[src/hdl/cls_pkg.sv]
// ----------------------------------------------------------------------------
// cls_pkg: shared definitions for the compacting list store
// Widths, operation codes and result status codes that are used by the
// channel interfaces and by the core.
// ----------------------------------------------------------------------------
package cls_pkg;

	// Number of list entries.
	localparam int DEPTH = 8;

	// Width of the fill count, which must hold DEPTH itself.
	localparam int CNT_W = $clog2(DEPTH + 1);
	// Width of an entry index.
	localparam int IDX_W = (DEPTH > 1) ? $clog2(DEPTH) : 1;

	// Payload field widths.
	localparam int OP_W   = 2;
	localparam int DATA_W = 32;
	localparam int STAT_W = 3;
	localparam int POS_W  = 6;

	// Operation codes.
	localparam logic [OP_W-1:0] OP_INSERT  = 2'd0;
	localparam logic [OP_W-1:0] OP_DELETE  = 2'd1;
	localparam logic [OP_W-1:0] OP_FORWARD = 2'd2;
	localparam logic [OP_W-1:0] OP_REVERSE = 2'd3;

	// Result status codes.
	localparam logic [STAT_W-1:0] STAT_STORED   = 3'd0;
	localparam logic [STAT_W-1:0] STAT_FULL     = 3'd1;
	localparam logic [STAT_W-1:0] STAT_EMPTY    = 3'd2;
	localparam logic [STAT_W-1:0] STAT_NOTFOUND = 3'd3;
	localparam logic [STAT_W-1:0] STAT_DELETED  = 3'd4;
	localparam logic [STAT_W-1:0] STAT_ELEMENT  = 3'd5;

endpackage

[src/hdl/cls_req_if.sv]
// ----------------------------------------------------------------------------
// cls_req_if: request channel of the compacting list store
// Carries one operation and its data word per transfer.
// ----------------------------------------------------------------------------
interface cls_req_if;

	logic                              valid;
	logic                              ready;
	logic [cls_pkg::OP_W-1:0]          op;
	logic signed [cls_pkg::DATA_W-1:0] data_value;

	modport source (output valid, output op, output data_value, input ready);
	modport sink   (input valid, input op, input data_value, output ready);

endinterface

[src/hdl/cls_rsp_if.sv]
// ----------------------------------------------------------------------------
// cls_rsp_if: response channel of the compacting list store
// Carries one result per transfer, with a flag on the final one of a request.
// ----------------------------------------------------------------------------
interface cls_rsp_if;

	logic                              valid;
	logic                              ready;
	logic [cls_pkg::STAT_W-1:0]        status;
	logic signed [cls_pkg::DATA_W-1:0] item_value;
	logic [cls_pkg::POS_W-1:0]         position;
	logic                              last;

	modport source (output valid, output status, output item_value, output position,
		output last, input ready);
	modport sink   (input valid, input status, input item_value, input position,
		input last, output ready);

endinterface

[src/hdl/cls_ram.sv]
// ----------------------------------------------------------------------------
// cls_ram: generic simple dual-port RAM
// One write port and one read port; read data is registered and holds its
// value while no read is issued.
// ----------------------------------------------------------------------------
module cls_ram #(
	parameter int WIDTH = 32,
	parameter int DEPTH = 8
) (
	input  logic                                     clk,
	input  logic                                     we,
	input  logic [((DEPTH > 1) ? $clog2(DEPTH) : 1)-1:0] waddr,
	input  logic [WIDTH-1:0]                         wdata,
	input  logic                                     re,
	input  logic [((DEPTH > 1) ? $clog2(DEPTH) : 1)-1:0] raddr,
	output logic [WIDTH-1:0]                         rdata
);

	logic [WIDTH-1:0] mem [DEPTH];

	// Write port.
	always_ff @(posedge clk) begin
		if (we) begin
			mem[waddr] <= wdata;
		end
	end

	// Registered read port.
	always_ff @(posedge clk) begin
		if (re) begin
			rdata <= mem[raddr];
		end
	end

endmodule

[src/hdl/compacting_list_store_core.sv]
// ----------------------------------------------------------------------------
// compacting_list_store_core: bounded list of signed words in a RAM
// Appends, deletes by value with compaction, and reads the list out in
// either order. The entries live in a registered-read RAM; a sequencer
// issues reads and writes and drives one output register.
//
//   Channel  Dir  Transfer content
//   -------  ---  ----------------------------------------------------------
//   req      in   op, data_value: one operation
//   rsp      out  status, item_value, position, last: one result
//
// Insert, and any delete or read-out on an empty list, goes straight to the
// report state. Delete compares entries up to and including the first match,
// then moves each later entry down by one; a delete that finds nothing
// reports once all entries are compared. A read-out delivers one element
// per cycle while rsp does not stall, bounded by the single RAM read port.
// A new request is taken once the previous one has handed its final result
// to the output register. Reset clears the count; the RAM needs no clearing.
// A stalled rsp holds the sequencer in place during read-out and report.
// ----------------------------------------------------------------------------
module compacting_list_store_core (
	input  logic clk,
	input  logic arst_n,
	cls_req_if.sink   req,
	cls_rsp_if.source rsp
);

	import cls_pkg::*;

	// Sequencer states.
	localparam logic [2:0] S_IDLE   = 3'd0;
	localparam logic [2:0] S_SCAN   = 3'd1;
	localparam logic [2:0] S_SHIFT  = 3'd2;
	localparam logic [2:0] S_READ   = 3'd3;
	localparam logic [2:0] S_REPORT = 3'd4;

	logic [2:0]               state_q;
	logic [CNT_W-1:0]         count_q;
	logic [CNT_W-1:0]         ptr_q;
	logic                     rev_q;
	logic [DATA_W-1:0]        val_q;
	logic [IDX_W-1:0]         pos_q;
	logic [STAT_W-1:0]        rep_q;

	logic                     vld_s1;
	logic [IDX_W-1:0]         idx_s1;
	logic                     last_s1;

	logic                     rsp_valid_q;
	logic [STAT_W-1:0]        status_q;
	logic [DATA_W-1:0]        item_q;
	logic [POS_W-1:0]         position_q;
	logic                     last_q;

	logic                     accept;
	logic                     out_free;
	logic                     is_full;
	logic                     issue_more;
	logic                     match;
	logic [CNT_W-1:0]         count_m1;
	logic [CNT_W-1:0]         ro_addr;

	logic                     ram_we;
	logic [IDX_W-1:0]         ram_waddr;
	logic [DATA_W-1:0]        ram_wdata;
	logic                     ram_re;
	logic [IDX_W-1:0]         ram_raddr;
	logic [DATA_W-1:0]        ram_rdata;

	logic                     emit;
	logic [STAT_W-1:0]        emit_status;
	logic [DATA_W-1:0]        emit_value;
	logic [POS_W-1:0]         emit_pos;
	logic                     emit_last;

	// Handshake and common conditions.
	assign req.ready  = (state_q == S_IDLE);
	assign accept     = req.valid && req.ready;
	assign out_free   = !rsp_valid_q || rsp.ready;
	assign is_full    = (count_q == CNT_W'(DEPTH));
	assign issue_more = (ptr_q < count_q);
	assign count_m1   = count_q - CNT_W'(1);
	assign ro_addr    = rev_q ? (count_m1 - ptr_q) : ptr_q;
	assign match      = vld_s1 && (ram_rdata == val_q);

	// Entry storage.
	cls_ram #(
		.WIDTH (DATA_W),
		.DEPTH (DEPTH)
	) u_entries (
		.clk   (clk),
		.we    (ram_we),
		.waddr (ram_waddr),
		.wdata (ram_wdata),
		.re    (ram_re),
		.raddr (ram_raddr),
		.rdata (ram_rdata)
	);

	// RAM port control. During compaction the read address runs two entries
	// above the write address, so the two ports never meet on the same entry.
	always_comb begin
		ram_we    = 1'b0;
		ram_waddr = count_q[IDX_W-1:0];
		ram_wdata = req.data_value;
		ram_re    = 1'b0;
		ram_raddr = ptr_q[IDX_W-1:0];
		case (state_q)
			S_IDLE: begin
				ram_we = accept && (req.op == OP_INSERT) && !is_full;
			end
			S_SCAN: begin
				ram_re = issue_more;
			end
			S_SHIFT: begin
				ram_re    = issue_more;
				ram_we    = vld_s1;
				ram_waddr = idx_s1 - IDX_W'(1);
				ram_wdata = ram_rdata;
			end
			S_READ: begin
				ram_re    = issue_more && (!vld_s1 || out_free);
				ram_raddr = ro_addr[IDX_W-1:0];
			end
			default: begin
				ram_re = 1'b0;
			end
		endcase
	end

	// Result selection for the output register.
	always_comb begin
		emit        = 1'b0;
		emit_status = rep_q;
		emit_value  = '0;
		emit_pos    = '0;
		emit_last   = 1'b1;
		case (state_q)
			S_READ: begin
				emit        = vld_s1 && out_free;
				emit_status = STAT_ELEMENT;
				emit_value  = ram_rdata;
				emit_pos    = POS_W'(idx_s1);
				emit_last   = last_s1;
			end
			S_REPORT: begin
				emit = out_free;
				if (rep_q == STAT_DELETED) begin
					emit_value = val_q;
					emit_pos   = POS_W'(pos_q);
				end
			end
			default: begin
				emit = 1'b0;
			end
		endcase
	end

	// Sequencer: count, issue pointer and read pipeline stage.
	always_ff @(posedge clk or negedge arst_n) begin
		if (!arst_n) begin
			state_q <= S_IDLE;
			count_q <= '0;
			ptr_q   <= '0;
			rev_q   <= 1'b0;
			vld_s1  <= 1'b0;
			rep_q   <= STAT_STORED;
		end else begin
			case (state_q)
				S_IDLE: begin
					if (accept) begin
						rev_q  <= (req.op == OP_REVERSE);
						ptr_q  <= '0;
						vld_s1 <= 1'b0;
						case (req.op)
							OP_INSERT: begin
								if (is_full) begin
									rep_q <= STAT_FULL;
								end else begin
									rep_q   <= STAT_STORED;
									count_q <= count_q + CNT_W'(1);
								end
								state_q <= S_REPORT;
							end
							OP_DELETE: begin
								if (count_q == '0) begin
									rep_q   <= STAT_EMPTY;
									state_q <= S_REPORT;
								end else begin
									state_q <= S_SCAN;
								end
							end
							default: begin
								if (count_q == '0) begin
									rep_q   <= STAT_EMPTY;
									state_q <= S_REPORT;
								end else begin
									state_q <= S_READ;
								end
							end
						endcase
					end
				end
				S_SCAN: begin
					if (match) begin
						// First match: move the later entries down from here.
						ptr_q   <= CNT_W'(idx_s1) + CNT_W'(1);
						vld_s1  <= 1'b0;
						state_q <= S_SHIFT;
					end else if (vld_s1 && (idx_s1 == count_m1[IDX_W-1:0])) begin
						rep_q   <= STAT_NOTFOUND;
						vld_s1  <= 1'b0;
						state_q <= S_REPORT;
					end else begin
						vld_s1 <= issue_more;
						if (issue_more) begin
							ptr_q <= ptr_q + CNT_W'(1);
						end
					end
				end
				S_SHIFT: begin
					vld_s1 <= issue_more;
					if (issue_more) begin
						ptr_q <= ptr_q + CNT_W'(1);
					end else if (!vld_s1) begin
						count_q <= count_m1;
						rep_q   <= STAT_DELETED;
						state_q <= S_REPORT;
					end
				end
				S_READ: begin
					if (ram_re) begin
						vld_s1 <= 1'b1;
						ptr_q  <= ptr_q + CNT_W'(1);
					end else if (emit) begin
						vld_s1 <= 1'b0;
					end
					if (emit && last_s1) begin
						state_q <= S_IDLE;
					end
				end
				S_REPORT: begin
					if (out_free) begin
						state_q <= S_IDLE;
					end
				end
				default: begin
					state_q <= S_IDLE;
				end
			endcase
		end
	end

	// Request payload and read stage tags.
	always_ff @(posedge clk) begin
		if (accept) begin
			val_q <= req.data_value;
		end
		if (state_q == S_SCAN && match) begin
			pos_q <= idx_s1;
		end
		if (ram_re) begin
			idx_s1  <= (state_q == S_READ) ? ro_addr[IDX_W-1:0] : ptr_q[IDX_W-1:0];
			last_s1 <= (ptr_q == count_m1);
		end
	end

	// Output register valid flag.
	always_ff @(posedge clk or negedge arst_n) begin
		if (!arst_n) begin
			rsp_valid_q <= 1'b0;
		end else if (emit) begin
			rsp_valid_q <= 1'b1;
		end else if (rsp.ready) begin
			rsp_valid_q <= 1'b0;
		end
	end

	// Output register payload.
	always_ff @(posedge clk) begin
		if (emit) begin
			status_q   <= emit_status;
			item_q     <= emit_value;
			position_q <= emit_pos;
			last_q     <= emit_last;
		end
	end

	assign rsp.valid      = rsp_valid_q;
	assign rsp.status     = status_q;
	assign rsp.item_value = item_q;
	assign rsp.position   = position_q;
	assign rsp.last       = last_q;

	// The fill count never passes the list depth.
	a_count_bound: assert property (@(posedge clk) disable iff (!arst_n)
		count_q <= CNT_W'(DEPTH))
		else $error("list count exceeds depth");

	// Read and write ports never address the same entry in one cycle.
	a_port_apart: assert property (@(posedge clk) disable iff (!arst_n)
		(ram_we && ram_re) |-> (ram_waddr != ram_raddr))
		else $error("RAM read and write collide");

	// An insert into a list with room grows the count by one.
	a_insert_grows: assert property (@(posedge clk) disable iff (!arst_n)
		(accept && (req.op == OP_INSERT) && !is_full) |=>
		(count_q == $past(count_q) + CNT_W'(1)))
		else $error("insert did not grow the count");

	// No read stays in flight once the sequencer is back at rest.
	a_idle_drained: assert property (@(posedge clk) disable iff (!arst_n)
		(state_q == S_IDLE) |-> !vld_s1)
		else $error("read stage busy while idle");

endmodule

[src/flat_wrapper.sv]
// flat-port wrapper written by rule: the top's interface ports become plain ports
module compacting_list_store_core_flat import cls_pkg::*;
  (clk, arst_n, req_valid, req_op, req_data_value, req_ready, rsp_valid, rsp_status, rsp_item_value, rsp_position, rsp_last, rsp_ready);
  cls_req_if req_i ();
  cls_rsp_if rsp_i ();
  input  logic clk;
  input  logic arst_n;
  input wire logic [$bits(req_i.valid)-1:0] req_valid;
  input wire logic [$bits(req_i.op)-1:0] req_op;
  input wire logic [$bits(req_i.data_value)-1:0] req_data_value;
  output wire logic [$bits(req_i.ready)-1:0] req_ready;
  output wire logic [$bits(rsp_i.valid)-1:0] rsp_valid;
  output wire logic [$bits(rsp_i.status)-1:0] rsp_status;
  output wire logic [$bits(rsp_i.item_value)-1:0] rsp_item_value;
  output wire logic [$bits(rsp_i.position)-1:0] rsp_position;
  output wire logic [$bits(rsp_i.last)-1:0] rsp_last;
  input wire logic [$bits(rsp_i.ready)-1:0] rsp_ready;
  assign req_i.valid = req_valid;
  assign req_i.op = req_op;
  assign req_i.data_value = req_data_value;
  assign req_ready = req_i.ready;
  assign rsp_valid = rsp_i.valid;
  assign rsp_status = rsp_i.status;
  assign rsp_item_value = rsp_i.item_value;
  assign rsp_position = rsp_i.position;
  assign rsp_last = rsp_i.last;
  assign rsp_i.ready = rsp_ready;
  compacting_list_store_core u_core (.clk(clk), .arst_n(arst_n), .req(req_i), .rsp(rsp_i));
endmodule
[config.mk]
export PLATFORM = sky130hd
export DESIGN_NAME = compacting_list_store_core_flat
export DESIGN_NICKNAME = d
export VERILOG_FILES = /design/src/hdl/cls_pkg.sv /design/src/hdl/cls_req_if.sv /design/src/hdl/cls_rsp_if.sv /design/src/hdl/cls_ram.sv /design/src/hdl/compacting_list_store_core.sv /design/src/flat_wrapper.sv
export SDC_FILE = /design/constraint.sdc
export NUM_CORES = 1
export LEC_CHECK = 0
export ABC_AREA = 1
export BUFFER_PORTS_ARGS = -buffer_cell sky130_fd_sc_hd__clkbuf_2
export CORE_MARGIN = 4
export CORE_UTILIZATION = 30
export DETAILED_ROUTE_END_ITERATION = 12
export HOLD_SLACK_MARGIN = 0.02
export RECOVER_POWER = 50
export SLEW_MARGIN = 15
export SYNTH_ARGS = -nofsm -noshare
export SYNTH_HDL_FRONTEND = slang
export SYNTH_SLANG_ARGS = --single-unit
[constraint.sdc]
create_clock -name clk -period 5.4 [get_ports clk]
set_clock_uncertainty 0.1 [all_clocks]
set_input_delay 0.27 -clock clk [delete_from_list [all_inputs] [get_ports clk]]
set_output_delay 0.27 -clock clk [all_outputs]
set_load 0.02 [all_outputs]
==> summary.md <==
| Metric | Value |
|---|---|
| Final hold violation count | `0` |
| Drt first pass iters | `5` |
| Outcome | `finished with violations` |
| Final WL | `44.46 mm` |
| Synth async-reset ratio | `0.04439` |
| Starting Density | `0.3042` |
| Leakage power of the design | `0.007714 uW` |
| Hold Buf Count CTS | `37` |
| Total grt overflow | `0` |
| Setup Fix Bufs, Post-CTS | `0` |
| Post-route fraction of the period consumed by the critical path | `0.7247` |
| Final total negative setup slack | `0 ns` |
| Post-synthesis instance total | `1582` |
| Worst r2r path cells | `12` |
| Failing checks | `capacitance limit, slew limit` |
| Kind of launch point of the worst setup path | `flop` |
| Number of enable-type register cells in the synthesized netlist | `366` |
| Number of primary I/O pins | `82` |
| HPWL reported at the end of detailed placement | `27.71 mm` |
| First-pass GRT wire length | `67.04 mm` |
| Pin count of the biggest net entering global routing | `129` |
| Worst setup EP type | `flop` |
| Via-to-Cell Ratio | `4.735` |
| FMAX | `255.5 MHz` |
| Setup Viol. Count Final | `0` |
| Count of input and output buffers | `78` |
| CTS tree | `yes` |
| Number of distinct library cells after synthesis | `42` |
| Clock-pin slew on the worst setup and hold paths | `0.06 ns` |
| Syn Std Cell Area | `17220 um^2` |
| Average footprint of a synthesized cell | `10.88 um^2` |
| Final antenna-violating net count | `0` |
| Sequential fraction of the synthesis area | `0.6631` |
| Number of cells upsized or downsized after cts | `0` |
| Final routed DRC violation total | `0` |
| Avg WL per Cell | `17.93 um` |
| Endpoint required time on the critical path | `5.70 ns` |
| Hold EP | `u_core.rev_q` |
| FP Rows | `87` |
| Number of max-slew violations in the final report | `65` |
| Placed Area | `18430 um^2` |
| Cell depth of the worst hold path | `4` |
| Area of the core | `56600 um^2` |
| Highest-count cells in the layout ignoring fill and taps | `sky130_fd_sc_hd__edfxtp_1, sky130_fd_sc_hd__nand2_1, sky130_fd_sc_hd__inv_1` |
| Largest stage delay on the critical path | `0.56 ns` |
| Power density over the cells | `489.1 nW/um^2` |
| Synth Warn # | `0` |
| FF+latch count, synth | `383` |
| DRT iter0 DRCs | `969` |
| Crit-path cells | `inv_1 > nand2_1 > nor2_1 > inv_1 > buf_4 > nand2_1 > inv_1 > a21oi_4 > buf_4 > nor3_1 > o21ai_0 > o211ai_1` |
| Most Frequent Cell on Critical Path | `sky130_fd_sc_hd__inv_1` |
| Worst endpoint data arrival time | `4.22 ns` |
| Largest fanout of any net on the critical path | `58` |
| Least-Margin Pin Slew | `2.743 ns` |
| Level count of the clock H-tree | `2` |
| Via count of the first global-routing pass | `11345` |
| Final #Nets | `1744` |
| Overall global routing resource usage | `0.1429` |
| GPL Wtd Cong | `0.8544` |
| Fin crit period | `3.913 ns` |
| Slew HR | `-0.8288` |
| Layout overhead on the synthesized area | `16.04%` |
| Most common library cell in the layout ignoring fill and taps | `sky130_fd_sc_hd__edfxtp_1` |
| Worst reg2reg startpoint | `u_core.state_q[2]` |
| Share of post-route cells with drive strength above 1 | `0.06849` |
| Classification of the worst-slack hold path | `input port to flop` |
| Count of clock tree sinks | `383` |
| Post-layout instance area | `19980 um^2` |
| Number of antenna violations at the first check in global routing | `2` |
| Crit path max-delay cell type | `sky130_fd_sc_hd__buf_4` |
| DIE HEIGHT | `247.6 um` |
| Clock latency on the worst-skew pair | `0.56 ns` |
| Setup repair after global routing missed its margin | `no` |
| Worst reg2reg endpoint | `u_core.vld_s1` |
| CTS root buffer | `sky130_fd_sc_hd__clkbuf_16` |
| Most used flip-flop cell after synthesis | `sky130_fd_sc_hd__edfxtp_1` |
| Worst-case register-to-register setup slack | `1.49 ns` |
| Clock Path Buffers | `3` |
| Kind of critical path | `flop to flop` |
| Total Die Area | `61290 um^2` |
| Inserted Clock Buffers | `41` |
| Maximum ir drop on the vdd rail | `0.2368 mV` |
| Routed via count | `11744` |
| Total of max-cap violations | `2` |
| Width of the die | `247.6 um` |
| Worst Min Path Start | `req_valid` |
[metrics by stage]
step | power [uW] | setup WS (ns) | hold slack (ns) | cells | utilization
detailed placement | 7095 | 1.752 | 0.1475 | 2370 | 0.3257
global route | 10350 | 1.140 | 0.09440 | 2480 | 0.3529
floorplan | 6189 | 1.738 | -0.1256 | 1584 | -
CTS | 9887 | 1.685 | 0.07596 | 2479 | 0.3549
finish | 9772 | 1.487 | 0.09723 | 2480 | 0.3529
global placement | 7052 | 1.764 | 0.1501 | 2370 | 0.3257
[report_power, final]
part	switching, uW	internal (uW)
clock network	1140	1600
logic	2090	791
registers	219	3940
total	3440	6330
[how the worst max path moves through the flow]
stage	startpoint	end	slack (ns)	cells after the start
detailed placement	u_core.count_q[0]	u_core.u_entries.rdata[4]	1.75	9
floorplan	u_core.ptr_q[1]	u_core.ptr_q[1]	1.74	12
global placement	u_core.count_q[0]	u_core.u_entries.rdata[14]	1.76	9
global route	u_core.state_q[2]	u_core.vld_s1	1.14	12
CTS	u_core.count_q[0]	u_core.u_entries.rdata[11]	1.68	9
finish	u_core.state_q[2]	u_core.vld_s1	1.49	12
[cells by family after synthesis]
family,Yosys count,share of synthesized area
xor+xnor,14,0.007122
buf+inv,325,0.07907
compound gates,331,0.1179
flops,383,0.6631
simple gates,516,0.1235
fa+ha+maj,12,0.009157
other cells,1,0.0002178
[Yosys cell counts (all sizes together) (14+ instances only)]
master / count / area (um^2)
a21oi: 70 / 350.3
buf: 55 / 346.6
dfrtp: 17 / 425.4
edfxtp: 366 / 10990
inv: 255 / 957.2
nand2: 347 / 1335
nand3: 70 / 350.3
nand4: 14 / 87.58
nor2: 73 / 284.0
o211ai: 65 / 538.0
o21a: 32 / 240.2
o21ai: 119 / 610.6
o22ai: 40 / 250.2
[cell type report]
| class | instances | area (um^2) |
|---|---|---|
| multi-input cells | 876 | 4521 |
| diodes | 1 | 2.502 |
| flip-flops and latches | 383 | 11420 |
| well taps | 756 | 945.9 |
| repair buffers | 135 | 839.6 |
| inverters | 257 | 968.4 |
| clock buffers | 51 | 1074 |
| fillers | 5648 | 36630 |
| clock inverters | 21 | 211.5 |
[worst max-delay path, delay by kind of cell (launching register included)]
kind | cells | cell delay, ns
buffers and inverters | 5 | 1.76
AO/OA/AOI/OAI | 3 | 0.80
AND/OR/NAND/NOR | 4 | 0.68
flip-flops | 1 | 0.41
[routing by layer]
layer | wire length, um | share of wire | vias up | global-route usage
met5 | 13 | 0.00029 | - | 0
met2 | 20660 | 0.46 | 324 | 0.2314
li1 | - | - | 5652 | -
met3 | 2536 | 0.057 | 78 | 0.02150
met1 | 20120 | 0.45 | 5688 | 0.1972
met4 | 1133 | 0.025 | 2 | 0.04845
[state kept, by name, indices dropped and copies added (netlist names), 3 cells and up]
register,cells
u_core.rep_q,3
u_core.idx_s1,3
u_core.rsp.position,3
u_core.pos_q,3
u_core.state_q,3
u_core.u_entries.mem,256
u_core.u_entries.rdata,32
u_core.ptr_q,4
u_core.rsp.status,3
u_core.rsp.item_value,32
u_core.val_q,32
u_core.count_q,4
Note: power is estimated with default switching activity, not from simulation.
